## config.mk

```make
export PLATFORM = sky130hd
export DESIGN_NAME = ctf_cordic
export DESIGN_NICKNAME = d
export VERILOG_FILES = /design/src/sv/ctf_pkg.sv /design/src/sv/ctf_cordic.sv
export SDC_FILE = /design/constraint.sdc
export NUM_CORES = 1
export LEC_CHECK = 0
export BUFFER_PORTS_ARGS = -buffer_cell sky130_fd_sc_hd__buf_4
export CELL_PAD_IN_SITES_DETAIL_PLACEMENT = 1
export CELL_PAD_IN_SITES_GLOBAL_PLACEMENT = 2
export CORE_MARGIN = 10
export CORE_UTILIZATION = 39
export DETAILED_ROUTE_END_ITERATION = 10
export HOLD_SLACK_MARGIN = 0.05
export PLACE_DENSITY = 0.84
export RECOVER_POWER = 25
export SLEW_MARGIN = 20
export SYNTH_ARGS = -nofsm -noshare
export SYNTH_HDL_FRONTEND = slang
export SYNTH_SLANG_ARGS = --single-unit
```

## constraint.sdc

```tcl
create_clock -name clk -period 8.35 [get_ports clk]
set_input_delay 0.835 -clock clk [delete_from_list [all_inputs] [get_ports clk]]
set_output_delay 0.835 -clock clk [all_outputs]
set_load 0.1 [all_outputs]
```

## src/sv/ctf_pkg.sv

```systemverilog
// ---------------------------------------------------------------------------
// ctf_pkg
// Shared types and constants of the complementary tilt filter.
// ---------------------------------------------------------------------------
`timescale 1ns / 1ps

package ctf_pkg;

  // CORDIC datapath and angle widths
  localparam int CW           = 34;
  localparam int AW           = 26;
  localparam int ATAN_ENTRIES = 24;
  localparam int IDX_W        = 5;

  // Gyro step divide by 125: numerator 8*|rate*period|+62, quotient width
  localparam int DIV_NW = 43;
  localparam int DIV_QW = 36;
  // Reciprocals of 125: floor(2^32/125) for the estimate, ceil(2^24/125) for the remainder
  localparam logic [25:0] RECIP_HI = 26'd34359738;
  localparam logic [17:0] RECIP_LO = 18'd134218;

  localparam logic signed [AW-1:0] DEG180_Q16   = 26'sd11796480;
  localparam logic [29:0]          INV_GAIN_Q30 = 30'd652032874;
  localparam logic [16:0]          ONE_Q16      = 17'd65536;

  // Configuration register indexes
  typedef enum logic {
    CFG_PERIOD = 1'b0,
    CFG_WEIGHT = 1'b1
  } cfg_idx_t;

  typedef struct packed {
    logic signed [15:0] accel_x;
    logic signed [15:0] accel_y;
    logic signed [15:0] accel_z;
    logic signed [23:0] rate_x;
    logic signed [23:0] rate_y;
  } in_t;

  typedef struct packed {
    logic signed [31:0] pitch_angle;
    logic signed [31:0] roll_angle;
  } out_t;

  // atan(2^-i) in Q16 degrees
  function automatic logic [21:0] atan_q16(input logic [IDX_W-1:0] idx);
    logic [21:0] v;
    unique case (idx)
      5'd0:  v = 22'd2949120;
      5'd1:  v = 22'd1740967;
      5'd2:  v = 22'd919879;
      5'd3:  v = 22'd466945;
      5'd4:  v = 22'd234379;
      5'd5:  v = 22'd117305;
      5'd6:  v = 22'd58666;
      5'd7:  v = 22'd29335;
      5'd8:  v = 22'd14668;
      5'd9:  v = 22'd7334;
      5'd10: v = 22'd3667;
      5'd11: v = 22'd1833;
      5'd12: v = 22'd917;
      5'd13: v = 22'd458;
      5'd14: v = 22'd229;
      5'd15: v = 22'd115;
      5'd16: v = 22'd57;
      5'd17: v = 22'd29;
      5'd18: v = 22'd14;
      5'd19: v = 22'd7;
      5'd20: v = 22'd4;
      5'd21: v = 22'd2;
      5'd22: v = 22'd1;
      default: v = 22'd0;
    endcase
    return v;
  endfunction

endpackage

```

## src/sv/ctf_cordic.sv

```systemverilog
// ---------------------------------------------------------------------------
// ctf_cordic
// Vectoring CORDIC, one micro-rotation per cycle on a shared adder set.
// ---------------------------------------------------------------------------
`timescale 1ns / 1ps

module ctf_cordic import ctf_pkg::*; #(
  parameter int ITERS = 16
) (
  input  logic                 clk,
  input  logic                 rst_n,
  input  logic                 start,
  input  logic signed [CW-1:0] x_in,
  input  logic signed [CW-1:0] y_in,
  output logic                 busy,
  output logic signed [CW-1:0] x_out,
  output logic signed [AW-1:0] ang_out
);

  localparam logic [IDX_W-1:0] LAST = IDX_W'(ITERS - 1);

  logic                 busy_r;
  logic [IDX_W-1:0]     idx_r;
  logic signed [CW-1:0] x_r, y_r;
  logic signed [AW-1:0] ang_r;
  logic signed [CW-1:0] dx, dy;
  logic signed [AW-1:0] step_ang;

  assign dx       = y_r >>> idx_r;
  assign dy       = x_r >>> idx_r;
  assign step_ang = AW'($signed({1'b0, atan_q16(idx_r)}));

  // Control: run ITERS steps after start
  always_ff @(posedge clk) begin
    if (!rst_n) begin
      busy_r <= 1'b0;
      idx_r  <= '0;
    end else if (start) begin
      busy_r <= 1'b1;
      idx_r  <= '0;
    end else if (busy_r) begin
      idx_r <= idx_r + 1'b1;
      if (idx_r == LAST) begin
        busy_r <= 1'b0;
      end
    end
  end

  // Datapath: rotate toward the x axis
  always_ff @(posedge clk) begin
    if (start) begin
      x_r   <= x_in;
      y_r   <= y_in;
      ang_r <= '0;
    end else if (busy_r) begin
      if (!y_r[CW-1]) begin
        x_r   <= x_r + dx;
        y_r   <= y_r - dy;
        ang_r <= ang_r + step_ang;
      end else begin
        x_r   <= x_r - dx;
        y_r   <= y_r + dy;
        ang_r <= ang_r - step_ang;
      end
    end
  end

  assign busy    = busy_r;
  assign x_out   = x_r;
  assign ang_out = ang_r;

endmodule

```

Yosys cells after proc, flatten, opt, wreduce, memory -nomap -nowiden
Memory sizes are Yosys's and may differ from the RTL's. A register that Yosys moved wholly into a read port is not among the register bits.
Index checks and enable logic that the tools add are counted.

word-level totals
  register bits after elaboration = 100
  latch bits = 0
  bits in writable memories = 0
  bits in read-only memories = 704
  output and inout port bits = 61
  word-level logic and storage cells = 31
  memories = 1

memory list
  name             depth  width  read ports  clocked after Yosys merged registers in  write ports  RTL line       source
  (no name shown)  32     22     1           1                                        0            ctf_pkg.sv:48  unique case (idx)

cells by class
  add/subtract/negate cells = 7
  $mul = 0
  div/mod/pow operators = 0
  order comparisons = 0
  eq/ne operators = 1
  shifts and indexed selects = 2
  multiplexer cells = 12
  bitwise logic cells = 1
  reduce and logical (&&, ||, !) cells = 2

operators with widths
  cell                                                                   count
  34-bit two-way mux                                                     6
  34-bit adder                                                           2
  34-bit by 5-bit >>> shifter with 34-bit output                         2
  34-bit subtractor                                                      2
  26-bit by 23-bit adder with 26-bit output                              1
  26-bit two-way mux                                                     1
  26-bit by 23-bit subtractor with 26-bit output                         1
  5-bit two-way mux                                                      2
  5-bit by 1-bit adder with 5-bit output, second input constant          1
  5-bit by 4-bit equality test with 1-bit output, second input constant  1
  1-bit two-way mux                                                      3
  2-bit nonzero test                                                     1
  2-bit OR reduction                                                     1
  1-bit NOT                                                              1

Logic depth before layout (Yosys ltp)
  depth in word-level cells = 5
  gate-level depth with buffers = 29

Least setup slack after synthesis
OpenSTA, ideal clock, no wires.

  path type = flip-flop to flip-flop
  start = register idx_r[0]
  end = register x_r[33] (netlist: x_out[33]) (data pin)
  library setup time = 0.260 ns
  data arrival time = 5.596 ns
  data required time = 8.090 ns
  slack = 2.495 ns
  stages on the path, launching flop included = 26
  buffers on the path = 4
  path through = dfxtp_1 buf_6 buf_6 buf_2 mux4_2 a32o_1 a2111oi_2 ha_1 inv_1 or4_4 buf_6 inv_1 a21oi_1 nor2_1 xnor2_1 ha_1 a211oi_1 o21bai_1 a311o_1 a22oi_1 o211ai_1 a31oi_1 o21ai_0 a211oi_1 xnor2_1 mux2_2

between the ends
  cells in the longest elaborated chain, start to end = 5

ends and longest elaborated chain
  item                                                      RTL line                            source
  start, declared                                           ctf_cordic.sv:23                    logic [IDX_W-1:0] idx_r;
  start signal, assigned                                    ctf_cordic.sv:42                    idx_r <= idx_r + 1'b1;
  34-bit by 5-bit >>> shifter with 34-bit output *          ctf_cordic.sv:29                    assign dx = y_r >>> idx_r;
  34-bit adder / 34-bit subtractor (equally long branches)  ctf_cordic.sv:57, ctf_cordic.sv:61
  34-bit two-way mux *                                      ctf_cordic.sv:56                    if (!y_r[CW-1]) begin
  34-bit two-way mux *                                      ctf_cordic.sv:55                    end else if (busy_r) begin
  34-bit two-way mux *                                      ctf_cordic.sv:51                    if (start) begin
  end signal, assigned                                      ctf_cordic.sv:52                    x_r <= x_in;
  end signal, assigned                                      ctf_cordic.sv:57                    x_r <= x_r + dx;
  end signal, assigned                                      ctf_cordic.sv:61                    x_r <= x_r - dx;
  end, declared                                             ctf_cordic.sv:24                    logic signed [CW-1:0] x_r, y_r;

Every way passes the cells marked *; elsewhere a longest branch is shown, timed or not. The select of a mux whose other input is x is not followed.
A chain may end at the register's enable or synchronous reset.

Worst setup path after layout
  start = register idx_r[1]
  end = register y_r[33] (data pin)

between the ends
  cells in the longest elaborated chain, start to end = 5

ends and longest elaborated chain
  item                                                      RTL line                            source
  34-bit by 5-bit >>> shifter with 34-bit output *          ctf_cordic.sv:30                    assign dy = x_r >>> idx_r;
  34-bit subtractor / 34-bit adder (equally long branches)  ctf_cordic.sv:58, ctf_cordic.sv:62
  34-bit two-way mux *                                      ctf_cordic.sv:56
  34-bit two-way mux *                                      ctf_cordic.sv:55
  34-bit two-way mux *                                      ctf_cordic.sv:51
  end signal, assigned                                      ctf_cordic.sv:53                    y_r <= y_in;
  end signal, assigned                                      ctf_cordic.sv:58                    y_r <= y_r - dy;
  end signal, assigned                                      ctf_cordic.sv:62                    y_r <= y_r + dy;
  end, declared                                             ctf_cordic.sv:24

Marked as above.

==> impl_results.md <==
* Final Setup Violations at 0
* Worst skew pair latency at 0.49 ns
* Post-synth EDFFs at 68
* Rel. slew slack at -258%
* Yosys reg bits at 122
* Via count at 15.9k
* IO Pins at 132
* Setup Fix Bufs, Post-CTS at 0
* Post-Route WL at 63000 um
* CTS Buffer Depth at 2
* Share of post-route cells with drive strength above 1 at 14.1%
* Die width at 225 um
* Warnings, synthesis at 0
* CTS tree: yes
* Failing checks: capacitance limit, slew limit
* Initial DRC count at 1347
* Min cycle time layout at 7.15 ns
* Routed Antenna Nets at 0
* CP Launch Type: flop
* Vias in the first global route at 16.2k
* WL/cell at 25.1 um
* GRT overflow at 0
* Unrepaired setup endpoints after global routing: false
* Initial antenna violation count at 1
* Drc violations at 0
* ANT cells at 0
* TritonCTS buffer count at 17
* Hold-fix buffers at CTS at 0
* Arr. time, crit path at 7.44 ns
* Largest net degree at the start of global routing at 138
* GP Congestion at 0.960
* Core footprint at 41800 um^2
* Largest area contributor in the netlist: edfxtp_1
* Pins Over Slew Limit at 138
* Nets at 2140
* Worst Setup SP: idx_r[1]
* Multi-input logic area at 12400 um^2
* Post-synth top area share at 12.5%
* Critical Path Fanout Max at 57
* CTS resizes at 0
* Most common cell in the netlist: nand2_1
* Root Buffer: clkbuf_16
* Row Count at 75
* Area Overhead vs Synth at 9.43%
* Highest Clock Rate at 140 MHz
* Library cells used by synthesis at 100
* Drt pass-1 iters at 5
* Clock slew at reported path FFs at 0.06 ns
* Hold Violations, Final at 0
* Total GRT Usage at 24.5%
* Most common library cells after synthesis: nand2_1 (186), nor2_1 (175), a21oi_1 (133)
* Max-cap violations at 1
* Period Utilization, post-route at 85.7%
* Run status: complete, but fails checks
* Hold Path Class: reg -> reg
* Storage cell area at 3140 um^2
* Crit. End Element: flop
* # clock sinks at 122
* H-Tree Depth at 4
* Hold_sp: ang_out[0]
* Worst Clk Skew at 0.0178 ns
* Post-Syn Nets at 2081
* PortBufs at 131
* Async SR Flop Fraction at 0%
* Synth Flop Type: edfxtp_1
* First-pass GRT wire length at 96800 um
* Die Height at 225 um
* Die area at 50600 um^2
* Sequential fraction of the synthesis area at 19.0%
* Top post-synthesis cells by area: edfxtp_1 (12%), mux4_2 (11%), ha_1 (7.9%)
* Fillers at 4964
* R2r startpoint: idx_r[1]
* Final TNS setup at 0 ns
* Worst-Margin Slew at 5.37 ns
* Avg Inst Size Synth at 8.62 um^2
* Post-Synthesis Cells at 1903
* Vias per Instance at 6.32
* CP required at 8.64 ns
* Starting density of the core at 39.3%
* Post-Syn Area at 16400 um^2
* HPWL after detailed placement at 48400 um
* CP Class: reg -> reg
[layer usage]
layer | share of wire, % | GRT usage (%) | up-vias
li1 | - | - | 7353
met1 | 43 | 31.3 | 7848
met2 | 48 | 40.9 | 567
met3 | 6.4 | 3.98 | 108
met4 | 3.0 | 9.30 | 0
met5 | 0 | 0 | -
[cell families after synthesis]
family	Yosys count	synth area share (%)
multiplexers	184	18.5
XOR/XNOR	152	8.12
flip-flops	122	19.0
AO/OA/AOI/OAI	581	23.5
buffers and inverters	169	5.39
adder cells (fa/ha/maj)	107	8.30
AND/OR/NAND/NOR	588	17.2
[area by class of cell]
cell class	instances	area share (%)
clock buffers	20	2.66
flip-flops and latches	122	17.5
clock inverters	11	0.439
multi-input cells	1612	69.1
well taps	539	3.76
repair buffers	158	5.51
inverters	51	1.07
[path summary, 6_finish.rpt]
check | end | slack (ns) | cells after the start
min reg2reg | ang_out[0] | 0.51 | 2
min | ang_out[0] | 0.51 | 2
max reg2reg | y_r[33] | 1.20 | 21
max | y_r[33] | 1.20 | 21
[stage by stage]
stage	hold slack, ns	utilization, %	instances	area (um^2)	worst slack, ns
finish	0.507	43.0	2513	17900	1.20
global route	0.540	43.0	2513	17900	0.831
CTS	0.509	43.5	2512	18100	1.26
detailed placement	0.500	42.1	2481	17600	1.29
global placement	0.486	42.1	2481	17600	1.44
floorplan	0.573	-	1903	16400	2.49
[placed cells by master, fill, tap and decap left out, types with 7 or more instances in the layout]
master     instances
nor3_1            41
nand3_1           33
mux2i_1           70
clkbuf_16         18
o22ai_1           20
nor2b_1           27
o211ai_1          18
o21bai_1          16
buf_4             99
nor2_1           175
ha_1             104
o21ai_0          127
mux4_2            77
or3_1             11
inv_1             44
o31ai_1           15
and2_1            13
nand2b_1          28
mux4_1            10
dfxtp_1           48
a21oi_1          133
a211oi_1          29
a31o_2             9
a22oi_1            9
and3_1            14
a21o_1            36
a211o_1            8
xor2_1            56
nand2_1          186
a31oi_1           36
a22o_1             7
nand4_1            9
nor4_1             8
mux2_2            25
o21a_1            25
xnor2_1           96
clkbuf_1          58
edfxtp_1          68
[sequential cells by signal (all words and copies together) (netlist names)]
| register | count |
|---|---|
| y_r | 34 |
| busy | 1 |
| ang_out | 26 |
| step_ang | 22 |
| idx_r | 5 |
| x_out | 34 |
[worst max-delay path, cell delays in order, from the launching register on]
cell and delay [ns]:
dfxtp_4 0.89, buf_4 0.55, mux2_2 0.40, mux2i_1 0.30, o221ai_1 0.20, nor3_1 0.51
nand4_1 0.40, nor2_1 0.38, and4b_1 0.41, a211oi_1 0.13, a31oi_1 0.21, o22ai_1 0.13
ha_1 0.33, a21oi_1 0.24, o21bai_1 0.10, a21oi_1 0.14, o21ai_0 0.09, a21o_1 0.18
a221oi_1 0.49, o21ai_0 0.26, o2111a_1 0.30, a221oi_1 0.25
Power is left out: the tool's default activity adds up to more than one toggle a clock period on the data nets, which glitch-free logic cannot reach.
