===== src/sv/ctf_pkg.sv =====
// ---------------------------------------------------------------------------
// ctf_pkg
// Shared types and constants of the complementary tilt filter.
// ---------------------------------------------------------------------------
`timescale 1ns / 1ps

package ctf_pkg;

  // CORDIC datapath and angle widths
  localparam int CW           = 34;
  localparam int AW           = 26;
  localparam int ATAN_ENTRIES = 24;
  localparam int IDX_W        = 5;

  // Gyro step divide by 125: numerator 8*|rate*period|+62, quotient width
  localparam int DIV_NW = 43;
  localparam int DIV_QW = 36;
  // Reciprocals of 125: floor(2^32/125) for the estimate, ceil(2^24/125) for the remainder
  localparam logic [25:0] RECIP_HI = 26'd34359738;
  localparam logic [17:0] RECIP_LO = 18'd134218;

  localparam logic signed [AW-1:0] DEG180_Q16   = 26'sd11796480;
  localparam logic [29:0]          INV_GAIN_Q30 = 30'd652032874;
  localparam logic [16:0]          ONE_Q16      = 17'd65536;

  // Configuration register indexes
  typedef enum logic {
    CFG_PERIOD = 1'b0,
    CFG_WEIGHT = 1'b1
  } cfg_idx_t;

  typedef struct packed {
    logic signed [15:0] accel_x;
    logic signed [15:0] accel_y;
    logic signed [15:0] accel_z;
    logic signed [23:0] rate_x;
    logic signed [23:0] rate_y;
  } in_t;

  typedef struct packed {
    logic signed [31:0] pitch_angle;
    logic signed [31:0] roll_angle;
  } out_t;

  // atan(2^-i) in Q16 degrees
  function automatic logic [21:0] atan_q16(input logic [IDX_W-1:0] idx);
    logic [21:0] v;
    unique case (idx)
      5'd0:  v = 22'd2949120;
      5'd1:  v = 22'd1740967;
      5'd2:  v = 22'd919879;
      5'd3:  v = 22'd466945;
      5'd4:  v = 22'd234379;
      5'd5:  v = 22'd117305;
      5'd6:  v = 22'd58666;
      5'd7:  v = 22'd29335;
      5'd8:  v = 22'd14668;
      5'd9:  v = 22'd7334;
      5'd10: v = 22'd3667;
      5'd11: v = 22'd1833;
      5'd12: v = 22'd917;
      5'd13: v = 22'd458;
      5'd14: v = 22'd229;
      5'd15: v = 22'd115;
      5'd16: v = 22'd57;
      5'd17: v = 22'd29;
      5'd18: v = 22'd14;
      5'd19: v = 22'd7;
      5'd20: v = 22'd4;
      5'd21: v = 22'd2;
      5'd22: v = 22'd1;
      default: v = 22'd0;
    endcase
    return v;
  endfunction

endpackage


===== src/sv/ctf_gdiv.sv =====
// ---------------------------------------------------------------------------
// ctf_gdiv
// Two-lane divider by 125 on one reciprocal multiplier, one lane after the other.
// ---------------------------------------------------------------------------
`timescale 1ns / 1ps

module ctf_gdiv import ctf_pkg::*; (
  input  logic              clk,
  input  logic              rst_n,
  input  logic              start,
  input  logic [DIV_NW-1:0] num_a,
  input  logic [DIV_NW-1:0] num_b,
  output logic              busy,
  output logic [DIV_QW-1:0] quo_a,
  output logic [DIV_QW-1:0] quo_b
);

  typedef enum logic [1:0] {
    G_EST, G_REM, G_FINE, G_SUM
  } gstep_t;

  gstep_t            step_r;
  logic              busy_r;
  logic              lane_r;
  logic [DIV_NW-1:0] n_r [2];
  logic [DIV_QW-1:0] q_r [2];
  logic [DIV_QW-1:0] est_r;
  logic [16:0]       rem_r;
  logic [57:0]       prod_r;

  logic [DIV_NW-1:0] n_cur;
  logic [31:0]       mul_a;
  logic [25:0]       mul_b;
  logic [57:0]       mul_p;
  logic [DIV_QW-1:0] est;
  logic [DIV_NW-1:0] est_x125;
  logic [DIV_NW-1:0] rem_full;

  assign n_cur = n_r[lane_r];

  // Coarse estimate from the top bits, then the exact remainder quotient
  always_comb begin
    if (step_r == G_EST) begin
      mul_a = n_cur[DIV_NW-1:11];
      mul_b = RECIP_HI;
    end else begin
      mul_a = 32'(rem_r);
      mul_b = 26'(RECIP_LO);
    end
  end

  assign mul_p = mul_a * mul_b;

  // Estimate never exceeds the quotient; what is left stays below 2^17
  assign est      = prod_r[56:21];
  assign est_x125 = (DIV_NW'(est) << 7) - (DIV_NW'(est) << 1) - DIV_NW'(est);
  assign rem_full = n_cur - est_x125;

  // Sequence both lanes through the multiplier
  always_ff @(posedge clk) begin
    if (!rst_n) begin
      busy_r <= 1'b0;
      lane_r <= 1'b0;
      step_r <= G_EST;
    end else if (start) begin
      busy_r <= 1'b1;
      lane_r <= 1'b0;
      step_r <= G_EST;
      n_r[0] <= num_a;
      n_r[1] <= num_b;
    end else if (busy_r) begin
      unique case (step_r)
        G_EST: begin
          prod_r <= mul_p;
          step_r <= G_REM;
        end
        G_REM: begin
          est_r  <= est;
          rem_r  <= rem_full[16:0];
          step_r <= G_FINE;
        end
        G_FINE: begin
          prod_r <= mul_p;
          step_r <= G_SUM;
        end
        G_SUM: begin
          q_r[lane_r] <= est_r + DIV_QW'(prod_r[34:24]);
          step_r      <= G_EST;
          lane_r      <= 1'b1;
          if (lane_r) begin
            busy_r <= 1'b0;
          end
        end
      endcase
    end
  end

  assign busy  = busy_r;
  assign quo_a = q_r[0];
  assign quo_b = q_r[1];

endmodule


===== config.mk =====
export PLATFORM = sky130hd
export DESIGN_NAME = ctf_gdiv
export DESIGN_NICKNAME = d
export VERILOG_FILES = /design/src/sv/ctf_pkg.sv /design/src/sv/ctf_gdiv.sv
export SDC_FILE = /design/constraint.sdc
export NUM_CORES = 1
export LEC_CHECK = 0
export ABC_AREA = 0
export BUFFER_PORTS_ARGS = -buffer_cell sky130_fd_sc_hd__buf_4
export CAP_MARGIN = 20
export CORE_MARGIN = 1.5
export CORE_UTILIZATION = 40
export CTS_BUF_LIST = sky130_fd_sc_hd__clkbuf_2 sky130_fd_sc_hd__clkbuf_4 sky130_fd_sc_hd__clkbuf_8
export CTS_CLUSTER_SIZE = 8
export DETAILED_ROUTE_END_ITERATION = 10
export GPL_TIMING_DRIVEN = 0
export HOLD_SLACK_MARGIN = 0.15
export MAX_ROUTING_LAYER = met4
export PLACE_DENSITY = 0.57
export SKIP_CTS_REPAIR_TIMING = 1
export SYNTH_ARGS = -nofsm -noshare
export SYNTH_HDL_FRONTEND = slang
export SYNTH_SLANG_ARGS = --single-unit

===== constraint.sdc =====
create_clock -name clk -period 10.9 [get_ports clk]
set_input_delay 2.18 -clock clk [delete_from_list [all_inputs] [get_ports clk]]
set_output_delay 2.18 -clock clk [all_outputs]
set_load 0.02 [all_outputs]

### Word-level counts from Yosys, hierarchy flattened

Memory sizes are Yosys's and may differ from the RTL's. A register that Yosys moved wholly into a read port is not among the register bits.
Cells that the tools add are included.

* equality and inequality tests: 3
* order comparisons: 0
* divide/modulo/power cells: 0
* shift operators: 0
* bitwise operators: 2
* reduce and logical (&&, ||, !) cells: 6
* mux-type cells: 17
* multiply operators: 1
* add/subtract/negate cells: 4

Operators with widths (count)
* $mul A32 B26 Y57: 1
* $sub A17 B17 Y17: 3
* $add A36 B11 Y36: 1
* $mux W32: 1
* $mux W26: 1
* $mux W1: 14
* $pmux W2 S4: 1
* $reduce_and A4 Y1: 2
* $eq A2 B2 Y1 const B: 2
* $reduce_or A2 Y1: 2
* $eq A2 B1 Y1 const B: 1
* $logic_not A2 Y1: 1
* $not A1 Y1: 2
* $reduce_and A2 Y1: 1

* bits in read-only memories: 0
* bits in writable memories: 158
* register bits: 114
* output and inout bits: 73
* memories kept: 2
* bits in latches: 0
* word-level logic and storage cells: 41

Memory list
* n_r: depth 2, bits a word 43, read ports 1, clocked after Yosys merged registers in 1, write ports 2, RTL line ctf_gdiv.sv:25 `logic [DIV_NW-1:0] n_r [2];`
* q_r: depth 2, bits a word 36, read ports 2, clocked after Yosys merged registers in 0, write ports 1, RTL line ctf_gdiv.sv:26 `logic [DIV_QW-1:0] q_r [2];`

### Depth between registers and ports, before layout

Gate-level depths: netlist of the first run.

* depth after elaboration: 6
* depth in mapped cells: 33
* depth with buffers taken out: 31

### Worst setup path after synthesis of the first run

OpenSTA, ideal clock, no wires.

* path kind: register to register
* from: register (tool-made name)
* to: register prod_r[53], data pin
* stages on the path, launching flop included: 28
* required time: 10642 ps
* period minus slack after synthesis: 7882 ps
* setup time: 258 ps
* arrival: 7624 ps
* path slack: 3018 ps
* cell sequence: dfxtp_1 > buf_4 > buf_2 > buf_1 > clkbuf_1 > mux2i_1 > nor2b_1 > ha_1 > fa_1 > inv_1 > fa_1 > fa_1 > inv_1 > fa_1 > fa_1 > inv_1 > fa_1 > inv_1 > ha_1 > and2_1 > nand4_1 > o31ai_1 > nand3_1 > and4bb_4 > o41a_1 > nor4_1 > nor2_1 > xnor2_1

RTL lines
* end signal: assignment: RTL line ctf_gdiv.sv:74 `prod_r <= mul_p;`
* end signal: assignment: RTL line ctf_gdiv.sv:83 `prod_r <= mul_p;`
* end: declaration: RTL line ctf_gdiv.sv:29 `logic [57:0] prod_r;`

### Final worst setup path of the first run

* from: register step_r[1]
* to: register prod_r[55], data pin

* cells in the longest elaborated chain, start to end: 3
* elaborated cells on any way between the ends: 4
* classes of those cells: mul (1); mux (2); reduce/logical (1)

RTL lines
* start: declaration: RTL line ctf_gdiv.sv:22 `gstep_t step_r;`
* start signal: assignment: RTL line ctf_gdiv.sv:64 `step_r <= G_EST;`
* start signal: assignment: RTL line ctf_gdiv.sv:68 `step_r <= G_EST;`
* start signal: assignment: RTL line ctf_gdiv.sv:75 `step_r <= G_REM;`
* $logic_not A2 Y1 (*): RTL line ctf_gdiv.sv:43 `if (step_r == G_EST) begin`
* $mux W32 / $mux W26 (equally long branches): RTL line ctf_gdiv.sv:43
* $mul A32 B26 Y57 (*): RTL line ctf_gdiv.sv:52 `assign mul_p = mul_a * mul_b;`
* named net mul_p[55]: RTL line ctf_gdiv.sv:34 `logic [57:0] mul_p;`

The timed path passes the listed nets; every way through them passes the cells marked *.
A chain may end at the register's enable or synchronous reset.

==> out/metrics.cfg, run 1 <==
[outcome]
status = complete, no violations

[synth]
ys_seq_area_share_pct = 28.6
syn_inst = 2466
ys_top_cells_by_area = edfxtp_1 28%, fa_1 24%, ha_1 19%
synth_cell_type_count = 59
synth_edf_count = 247
ys_warn_count = 0
ys_ff_latch = 252
synth.cell_area_sq_um = 26300
yosys.area.top_type = edfxtp_1
syn_avg_cell_area_sq_um = 10.7
synth_top_area_share_pct = 28.2
async_reset_ff_share_pct = 0
ys.flop_type = edfxtp_1

[clocking]
cts_buffers = 45
path_clk_slew_ns = 0.06
h-tree-depth = 2
clock_path_buffers = 3
clk_latency_ns = 0.63
cts_tree = done
clkSinkCount = 252
ctsRootBufferMaster = clkbuf_8

[finish]
regArea_sq_um = 7520
multiInputGateArea_sq_um = 16000
nets = 3524
synthToLayoutAreaGrowth_pct = 13.4
fill_cells = 6174
layout-drive-gt1-share_pct = 10.2
post-route-cell-area_sq_um = 29800
final_cell_mix = 728 x inv_1, 395 x ha_1, 321 x fa_1, 247 x edfxtp_1, 163 x buf_4
layout_commonest_cell = inv_1

[detailed_routing]
ant_nets = 0
routed_wl_um = 68100
num_vias = 17300
dr.pass1.iters = 5
drc = 0
detail_route.iter0.violations = 1075
viasPerCell = 4.80
routedWlPerCell_um = 18.9

[floorplanning]
dieArea_sq_um = 67300
placementRows = 93
core_sq_um = 64700
pin_count = 162
initial_core_util_pct = 40.7
die_y_um = 259
die_w_um = 259

[timing]
rsz0062_at_grt = false
whs_ns = 0.414
final-setup-viol-count = 0
period_needed_ns = 10.12
fmax_ghz = 0.0988
hold_viol = 0
worstMarginPinSlew_ns = 1.11
finalClockSkew_ns = 0.0215
fin_crit_sh_pct = 92.9
maxSlewViolCount = 0
layout_setup_ws_ns = 0.776
relSlewSlack_pct = 25.6

[placement]
numPortBuffers = 161
place_area_sq_um = 28900
hpwl_um = 58800
dp_slack_ns = 0.803
gp_congestion = 0.969

[global_route]
overflow = 0
antenna_found_initial = 4
first_global_vias = 18300
grt_max_degree = 50
grt_usage_pct = 21.4
grt_pass1_wl_um = 105000

[worst_setup_path]
r2r_setup_slack_ns = 0.78
cp_max_fo = 10
crit_arrival_ns = 10.47
crit_type = reg -> reg
slowest_stage = clkbuf_1
crit_required_ns = 11.24
rr_endpoint = prod_r[55]
critPathMaxStageDelay_ns = 0.59
r2r-start = step_r[1]
rr_worst_depth = 31
critPathCaptureType = flip-flop
cp-endpoint = prod_r[55]
crit_path_start = step_r[1]
worstSetupStartpointType = flip-flop

[flow_run]
max_cap_violations = 0

[worst_hold_path]
hp-class = reg -> reg

## cell type report
cell class                      instances  area share, %
Clock inverter                         21          0.662
Sequential cell                       252           25.2
Tap cell                              855           3.58
Timing Repair Buffer                  173           4.66
Antenna cell                            4         0.0335
Inverter                              729           9.17
Multi-Input combinational cell       1473           53.7
Clock buffer                           58           2.40
Buffer                                 45          0.583
## cells in the mapped netlist, drive strengths merged, types with 3 or more instances
library cell  count
inv             729
ha              395
fa              321
edfxtp          247
nand2           107
a21oi            79
xnor2            72
nor2             68
nor2b            63
o21ai            49
a21o             45
clkbuf           38
xor2             25
mux2             23
mux2i            22
and3             20
nand3            18
o21bai           18
nand4            17
nand2b           16
nor3             13
and2             10
buf               7
a21boi            6
dfxtp             5
a211oi            4
a31oi             4
o31ai             4
and4              3
nand3b            3
or2               3
## sequential cells by signal, summed over array words and instances (netlist names), named ones only
register	count
n_r	86
q_r	72
prod_r	36
rem_r	17
est_r	36
busy	1
step_r	2
lane_r	1
## per-stage QoR
| step | util [%] | instances | TNS [ns] |
|---|---|---|---|
| after floorplan | - | 2499 | 0 |
| after detailed placement | 44.7 | 3527 | 0 |
| after global routing | 46.1 | 3610 | 0 |
| after global placement | 44.4 | 3515 | -1.29 |
| final | 46.1 | 3610 | 0 |
| after CTS | 46.1 | 3606 | 0 |
## critical path, delay by kind of cell (launching register included)
kind,cells,cell delay [ns]
buffers and inverters,9,1.98
AOI/OAI and AO/OA,7,2.00
DFF,1,0.34
adders and majority gates,9,3.90
and+or+nand+nor,6,1.63
## how the worst min path moves through the flow
stage | from | end | slack, ns | cells after the start
finish | prod_r[40] | est_r[19] | 0.41 | 0
global route | prod_r[47] | est_r[26] | 0.43 | 0
CTS | prod_r[40] | est_r[19] | 0.42 | 0
detailed placement | prod_r[40] | est_r[19] | 0.40 | 0
global placement | prod_r[47] | est_r[26] | 0.41 | 0
floorplan | prod_r[38] | est_r[17] | 0.40 | 0
## cell families (layout without fill, tap and decap cells)
kind of cell	Yosys count	in the layout	share of synthesized area, %
muxes	45	45	1.82
other	2	39	0.0285
buffers and inverters	774	1026	11.1
AOI/OAI and AO/OA	233	233	5.55
adders and majority gates	716	716	43.2
DFF	252	252	28.6
and+or+nand+nor	347	347	6.54
xor gates and xnor gates	97	97	3.23
## layer usage
layer | up-vias | routed length (um) | track usage, %
li1 | 8252 | - | -
met1 | 8568 | 32200 | 29.0
met2 | 417 | 30100 | 32.8
met3 | 106 | 3860 | 3.70
met4 | 0 | 2040 | 6.20
met5 | - | 0 | -
Power of run 1 is left out: the tool's default activity adds up to more than one toggle a clock period on the data nets, which glitch-free logic cannot reach.
==> run 2: changes to the inputs <==
--- a/config.mk
+++ b/config.mk
@@ -16,7 +16,7 @@
 export GPL_TIMING_DRIVEN = 0
 export HOLD_SLACK_MARGIN = 0.15
 export MAX_ROUTING_LAYER = met4
-export PLACE_DENSITY = 0.57
+export PLACE_DENSITY_LB_ADDON = 0.2
 export SKIP_CTS_REPAIR_TIMING = 1
 export SYNTH_ARGS = -nofsm -noshare
 export SYNTH_HDL_FRONTEND = slang
==> constraint.sdc (replaced) <==
create_clock -name clk -period 8.3 [get_ports clk]
set_input_delay 1.66 -clock clk [delete_from_list [all_inputs] [get_ports clk]]
set_output_delay 1.66 -clock clk [all_outputs]
set_load 0.02 [all_outputs]
==> run 2 against run 1 <==
Effect of this change: routed wire length up 0.42%; global-route usage is essentially flat; die area did not move; sequential share of layout area decreased by 0.56 points; worst hold slack got worse by 0.0056 ns; critical endpoint is now prod_r[42]; largest cell class unchanged; highest routed layer unchanged.
==> out/metrics.cfg, run 2 (synthesis results as in run 1) <==
[outcome]
status = complete, no violations

[placement]
numPortBuffers = 161
gp_congestion = 0.972
hpwl_um = 59200

[detailed_routing]
routed_wl_um = 68400
drc = 0
dr.pass1.iters = 5
routedWlPerCell_um = 18.9
num_vias = 17200
ant_nets = 0
viasPerCell = 4.75
detail_route.iter0.violations = 876

[clocking]
cts_buffers = 45
h-tree-depth = 2
cts_tree = done
clock_path_buffers = 3
clk_latency_ns = 0.64
path_clk_slew_ns = 0.06
clkSinkCount = 252
ctsRootBufferMaster = clkbuf_8

[flow_run]
max_cap_violations = 0

[timing]
maxSlewViolCount = 0
finalClockSkew_ns = 0.0698
relSlewSlack_pct = 33.4
fmax_ghz = 0.124
worstMarginPinSlew_ns = 0.997
period_needed_ns = 8.07
fin_crit_sh_pct = 97.2
final-setup-viol-count = 0
hold_viol = 0

[finish]
utilization_pct = 47.2
layout_commonest_cell = inv_1
largest_register_ffs = 86
largest-register = n_r
largest_registers = n_r (86), q_r (72)
final_cell_mix = 720 x inv_1, 389 x ha_1, 319 x fa_1, 247 x edfxtp_1, 185 x buf_4
n_antenna_cell = 0
fill_cells = 6173
layout-drive-gt1-share_pct = 15.1
synthToLayoutAreaGrowth_pct = 16.0
nets = 3542

[floorplanning]
core_sq_um = 64700
die_w_um = 259
dieArea_sq_um = 67300
die_y_um = 259
placementRows = 93
initial_core_util_pct = 40.7
pin_count = 162

[worst_setup_path]
critPathCaptureType = flip-flop
slowest_stage = fa_1
crit_arrival_ns = 8.39
cp_max_fo = 10
crit_required_ns = 8.62
worstSetupStartpointType = flip-flop
cp_common_cell = fa_1
critPathMaxStageDelay_ns = 0.55
crit_type = reg -> reg

[global_route]
grt_pass1_wl_um = 105000
overflow = 0
first_global_vias = 18200
grt_max_degree = 45
grt_usage_pct = 21.3
antenna_found_initial = 2

[worst_hold_path]
hp-class = reg -> reg

[run 2: cell count changes in the layout (fill, tap and decap cells not counted), sizes merged]
cell and delta:
buf +25, clkbuf +4, inv -3, clkinv -8, diode -4, bufinv -1, clkinvlp +3
[run 2: stage by stage]
step                setup TNS, ns  hold WS (ns)  cells  setup slack [ns]  cell area (sq um)
global route              -0.0780         0.426   3626           -0.0211              30500
global placement           -64.92         0.410   3515             -2.61              28700
CTS                        -37.88         0.417   3608             -1.82              29900
floorplan                       0         0.400   2499             0.418              26400
finish                          0         0.409   3626             0.233              30500
detailed placement         -34.83         0.407   3527             -1.72              28900
[run 2: worst max-delay path: cells and delay by family (launching register included)]
kind | cells | cell delay, ns
XOR/XNOR | 1 | 0.13
flip-flops | 1 | 0.37
AND/OR/NAND/NOR | 5 | 0.83
multiplexers | 1 | 0.37
buffers and inverters | 9 | 1.19
adder cells (fa/ha/maj) | 8 | 3.76
AO/OA/AOI/OAI | 4 | 1.06
[run 2: cell type report]
cell class                 count  area [sq um]  area share, %
buffer                        42           249          0.816
clock buffer                  69           825           2.70
clock inverter                12           138          0.451
inverter                     729          2750           9.01
multi-input combinational   1473         16400           53.9
sequential                   252          7520           24.6
tap                          855          1070           3.51
timing repair buffer         194          1540           5.03
[run 2: worst paths after layout]
check,startpoint,end,slack [ns],cells after the start
worst max-delay path,flip-flop,prod_r[42],0.23,28
worst min-delay path,prod_r[35],est_r[14],0.41,0
worst max register to register,flip-flop,prod_r[42],0.23,28
worst min register to register,prod_r[35],est_r[14],0.41,0
[run 2: metal layers]
layer	routed length [um]	track usage (%)	up-vias
li1	-	-	8274
met1	31800	28.0	8475
met2	31300	33.8	386
met3	3540	4.14	97
met4	1730	5.60	0
met5	0	-	-
Power of run 2 is left out for the same reason.
==> run 3: changes to the inputs <==
--- a/config.mk
+++ b/config.mk
@@ -10,7 +10,7 @@
 export CAP_MARGIN = 20
 export CORE_MARGIN = 1.5
 export CORE_UTILIZATION = 40
-export CTS_BUF_LIST = sky130_fd_sc_hd__clkbuf_2 sky130_fd_sc_hd__clkbuf_4 sky130_fd_sc_hd__clkbuf_8
+export CTS_BUF_LIST = sky130_fd_sc_hd__clkbuf_8
 export CTS_CLUSTER_SIZE = 8
 export DETAILED_ROUTE_END_ITERATION = 10
 export GPL_TIMING_DRIVEN = 0
==> run 3 against run 2 <==
Effect of this change: clock skew increased by 0.00068 ns; sequential cell count unchanged; setup slack better by 0.012 ns; global-route usage about the same.
==> out/metrics.cfg, run 3 (synthesis results as in run 1) <==
[finish]
n_antenna_cell = 0
largest_register_ffs = 86
synthToLayoutAreaGrowth_pct = 15.7
layout-drive-gt1-share_pct = 14.3
largest-register = n_r
fill_cells = 6174
regArea_sq_um = 7520
nets = 3541
final_cell_mix = 740 x inv_1, 389 x ha_1, 319 x fa_1, 247 x edfxtp_1, 184 x buf_4
multiInputGateArea_sq_um = 16400
layout_commonest_cell = inv_1
largest_registers = n_r (86), q_r (72)

[timing]
worstMarginPinSlew_ns = 0.995
relSlewSlack_pct = 33.5
period_needed_ns = 8.05
layout_setup_ws_ns = 0.245
hold_viol = 0
whs_ns = 0.416
fmax_ghz = 0.124
maxSlewViolCount = 0
final-setup-viol-count = 0
finalClockSkew_ns = 0.0705
fin_crit_sh_pct = 97.0

[floorplanning]
die_y_um = 259
core_sq_um = 64700
dieArea_sq_um = 67300
die_w_um = 259
pin_count = 162
initial_core_util_pct = 40.7
placementRows = 93

[placement]
numPortBuffers = 161
dp_slack_ns = -1.72
gp_congestion = 0.972
hpwl_um = 59200

[clocking]
path_clk_slew_ns = 0.06
h-tree-depth = 2
cts_buffers = 45
clk_latency_ns = 0.64
clkSinkCount = 252
cts_tree = done
ctsRootBufferMaster = clkbuf_8
clock_path_buffers = 3

[flow_run]
max_cap_violations = 0

[worst_setup_path]
cp-endpoint = prod_r[42]
cp_num_cells = 28
rr_endpoint = prod_r[42]
cp_max_fo = 10
cp_top_family = adder cells
crit_required_ns = 8.62
cp.buffers_inverters = 9
crit_type = reg -> reg
slowest_stage = fa_1
r2r_setup_slack_ns = 0.25
worstSetupStartpointType = flip-flop
cp_common_cell = fa_1
critPathMaxStageDelay_ns = 0.55
crit_arrival_ns = 8.37
critPathCaptureType = flip-flop
rr_worst_depth = 28

[detailed_routing]
num_vias = 17300
viasPerCell = 4.76
detail_route.iter0.violations = 889
drc = 0
routedWlPerCell_um = 18.9
routed_wl_um = 68400
dr.pass1.iters = 5
ant_nets = 0

[global_route]
grt_usage_pct = 21.3
grt_pass1_wl_um = 105000
grt_max_degree = 45
overflow = 0
antenna_found_initial = 2
first_global_vias = 18200

[outcome]
status = complete, no violations

[worst_hold_path]
hp-class = reg -> reg

-- run 3: changes by cell type in the layout (fill, tap and decap cells not counted), sizes merged --
cell and change:
inv +20, clkbuf -20, buf -1
-- run 3: area by class of cell --
class	instances	area share (%)
multi-input combinational	1473	54.0
sequential	252	24.7
inverter	729	9.04
timing repair buffer	193	5.02
tap	855	3.52
clock buffer	49	2.22
buffer	42	0.818
clock inverter	32	0.699
-- run 3: worst register-to-register path, delay by kind of cell, from the launching register on --
| kind | cells | cell delay, ns |
|---|---|---|
| flip-flops | 1 | 0.37 |
| multiplexers | 1 | 0.39 |
| XOR/XNOR | 1 | 0.13 |
| buffers and inverters | 9 | 1.21 |
| adder cells (fa/ha/maj) | 8 | 3.76 |
| AND/OR/NAND/NOR | 5 | 0.82 |
| AO/OA/AOI/OAI | 4 | 1.06 |
-- run 3: per-stage QoR --
step / std cells / util [%] / instance area (sq um) / setup TNS (ns)
after floorplan: 2499 / - / 26400 / 0
after global placement: 3515 / 44.4 / 28700 / -64.92
after detailed placement: 3527 / 44.7 / 28900 / -34.83
after CTS: 3608 / 46.0 / 29800 / -37.96
after global routing: 3625 / 47.0 / 30400 / -0.0814
final: 3625 / 47.0 / 30400 / 0
-- run 3: how the worst min path moves through the flow --
stage / startpoint / endpoint / slack (ns) / depth (start not counted)
2_1_floorplan: prod_r[38] / est_r[17] / 0.40 / 0
3_3_place_gp: prod_r[45] / est_r[24] / 0.41 / 0
3_5_place_dp: prod_r[48] / est_r[27] / 0.41 / 0
4_1_cts: prod_r[35] / est_r[14] / 0.42 / 0
5_1_grt: prod_r[44] / est_r[23] / 0.43 / 0
6_report: prod_r[35] / est_r[14] / 0.42 / 0
-- run 3: routing by layer --
metal / vias up / share of wire [%] / routed length, um / GRT usage, %
met2: 419 / 46 / 31300 / 33.7
met1: 8479 / 46 / 31600 / 28.0
met3: 98 / 5.4 / 3710 / 4.18
met5: - / 0 / 0 / -
li1: 8269 / - / - / -
met4: 0 / 2.6 / 1780 / 5.60
Power of run 3 is left out for the same reason.
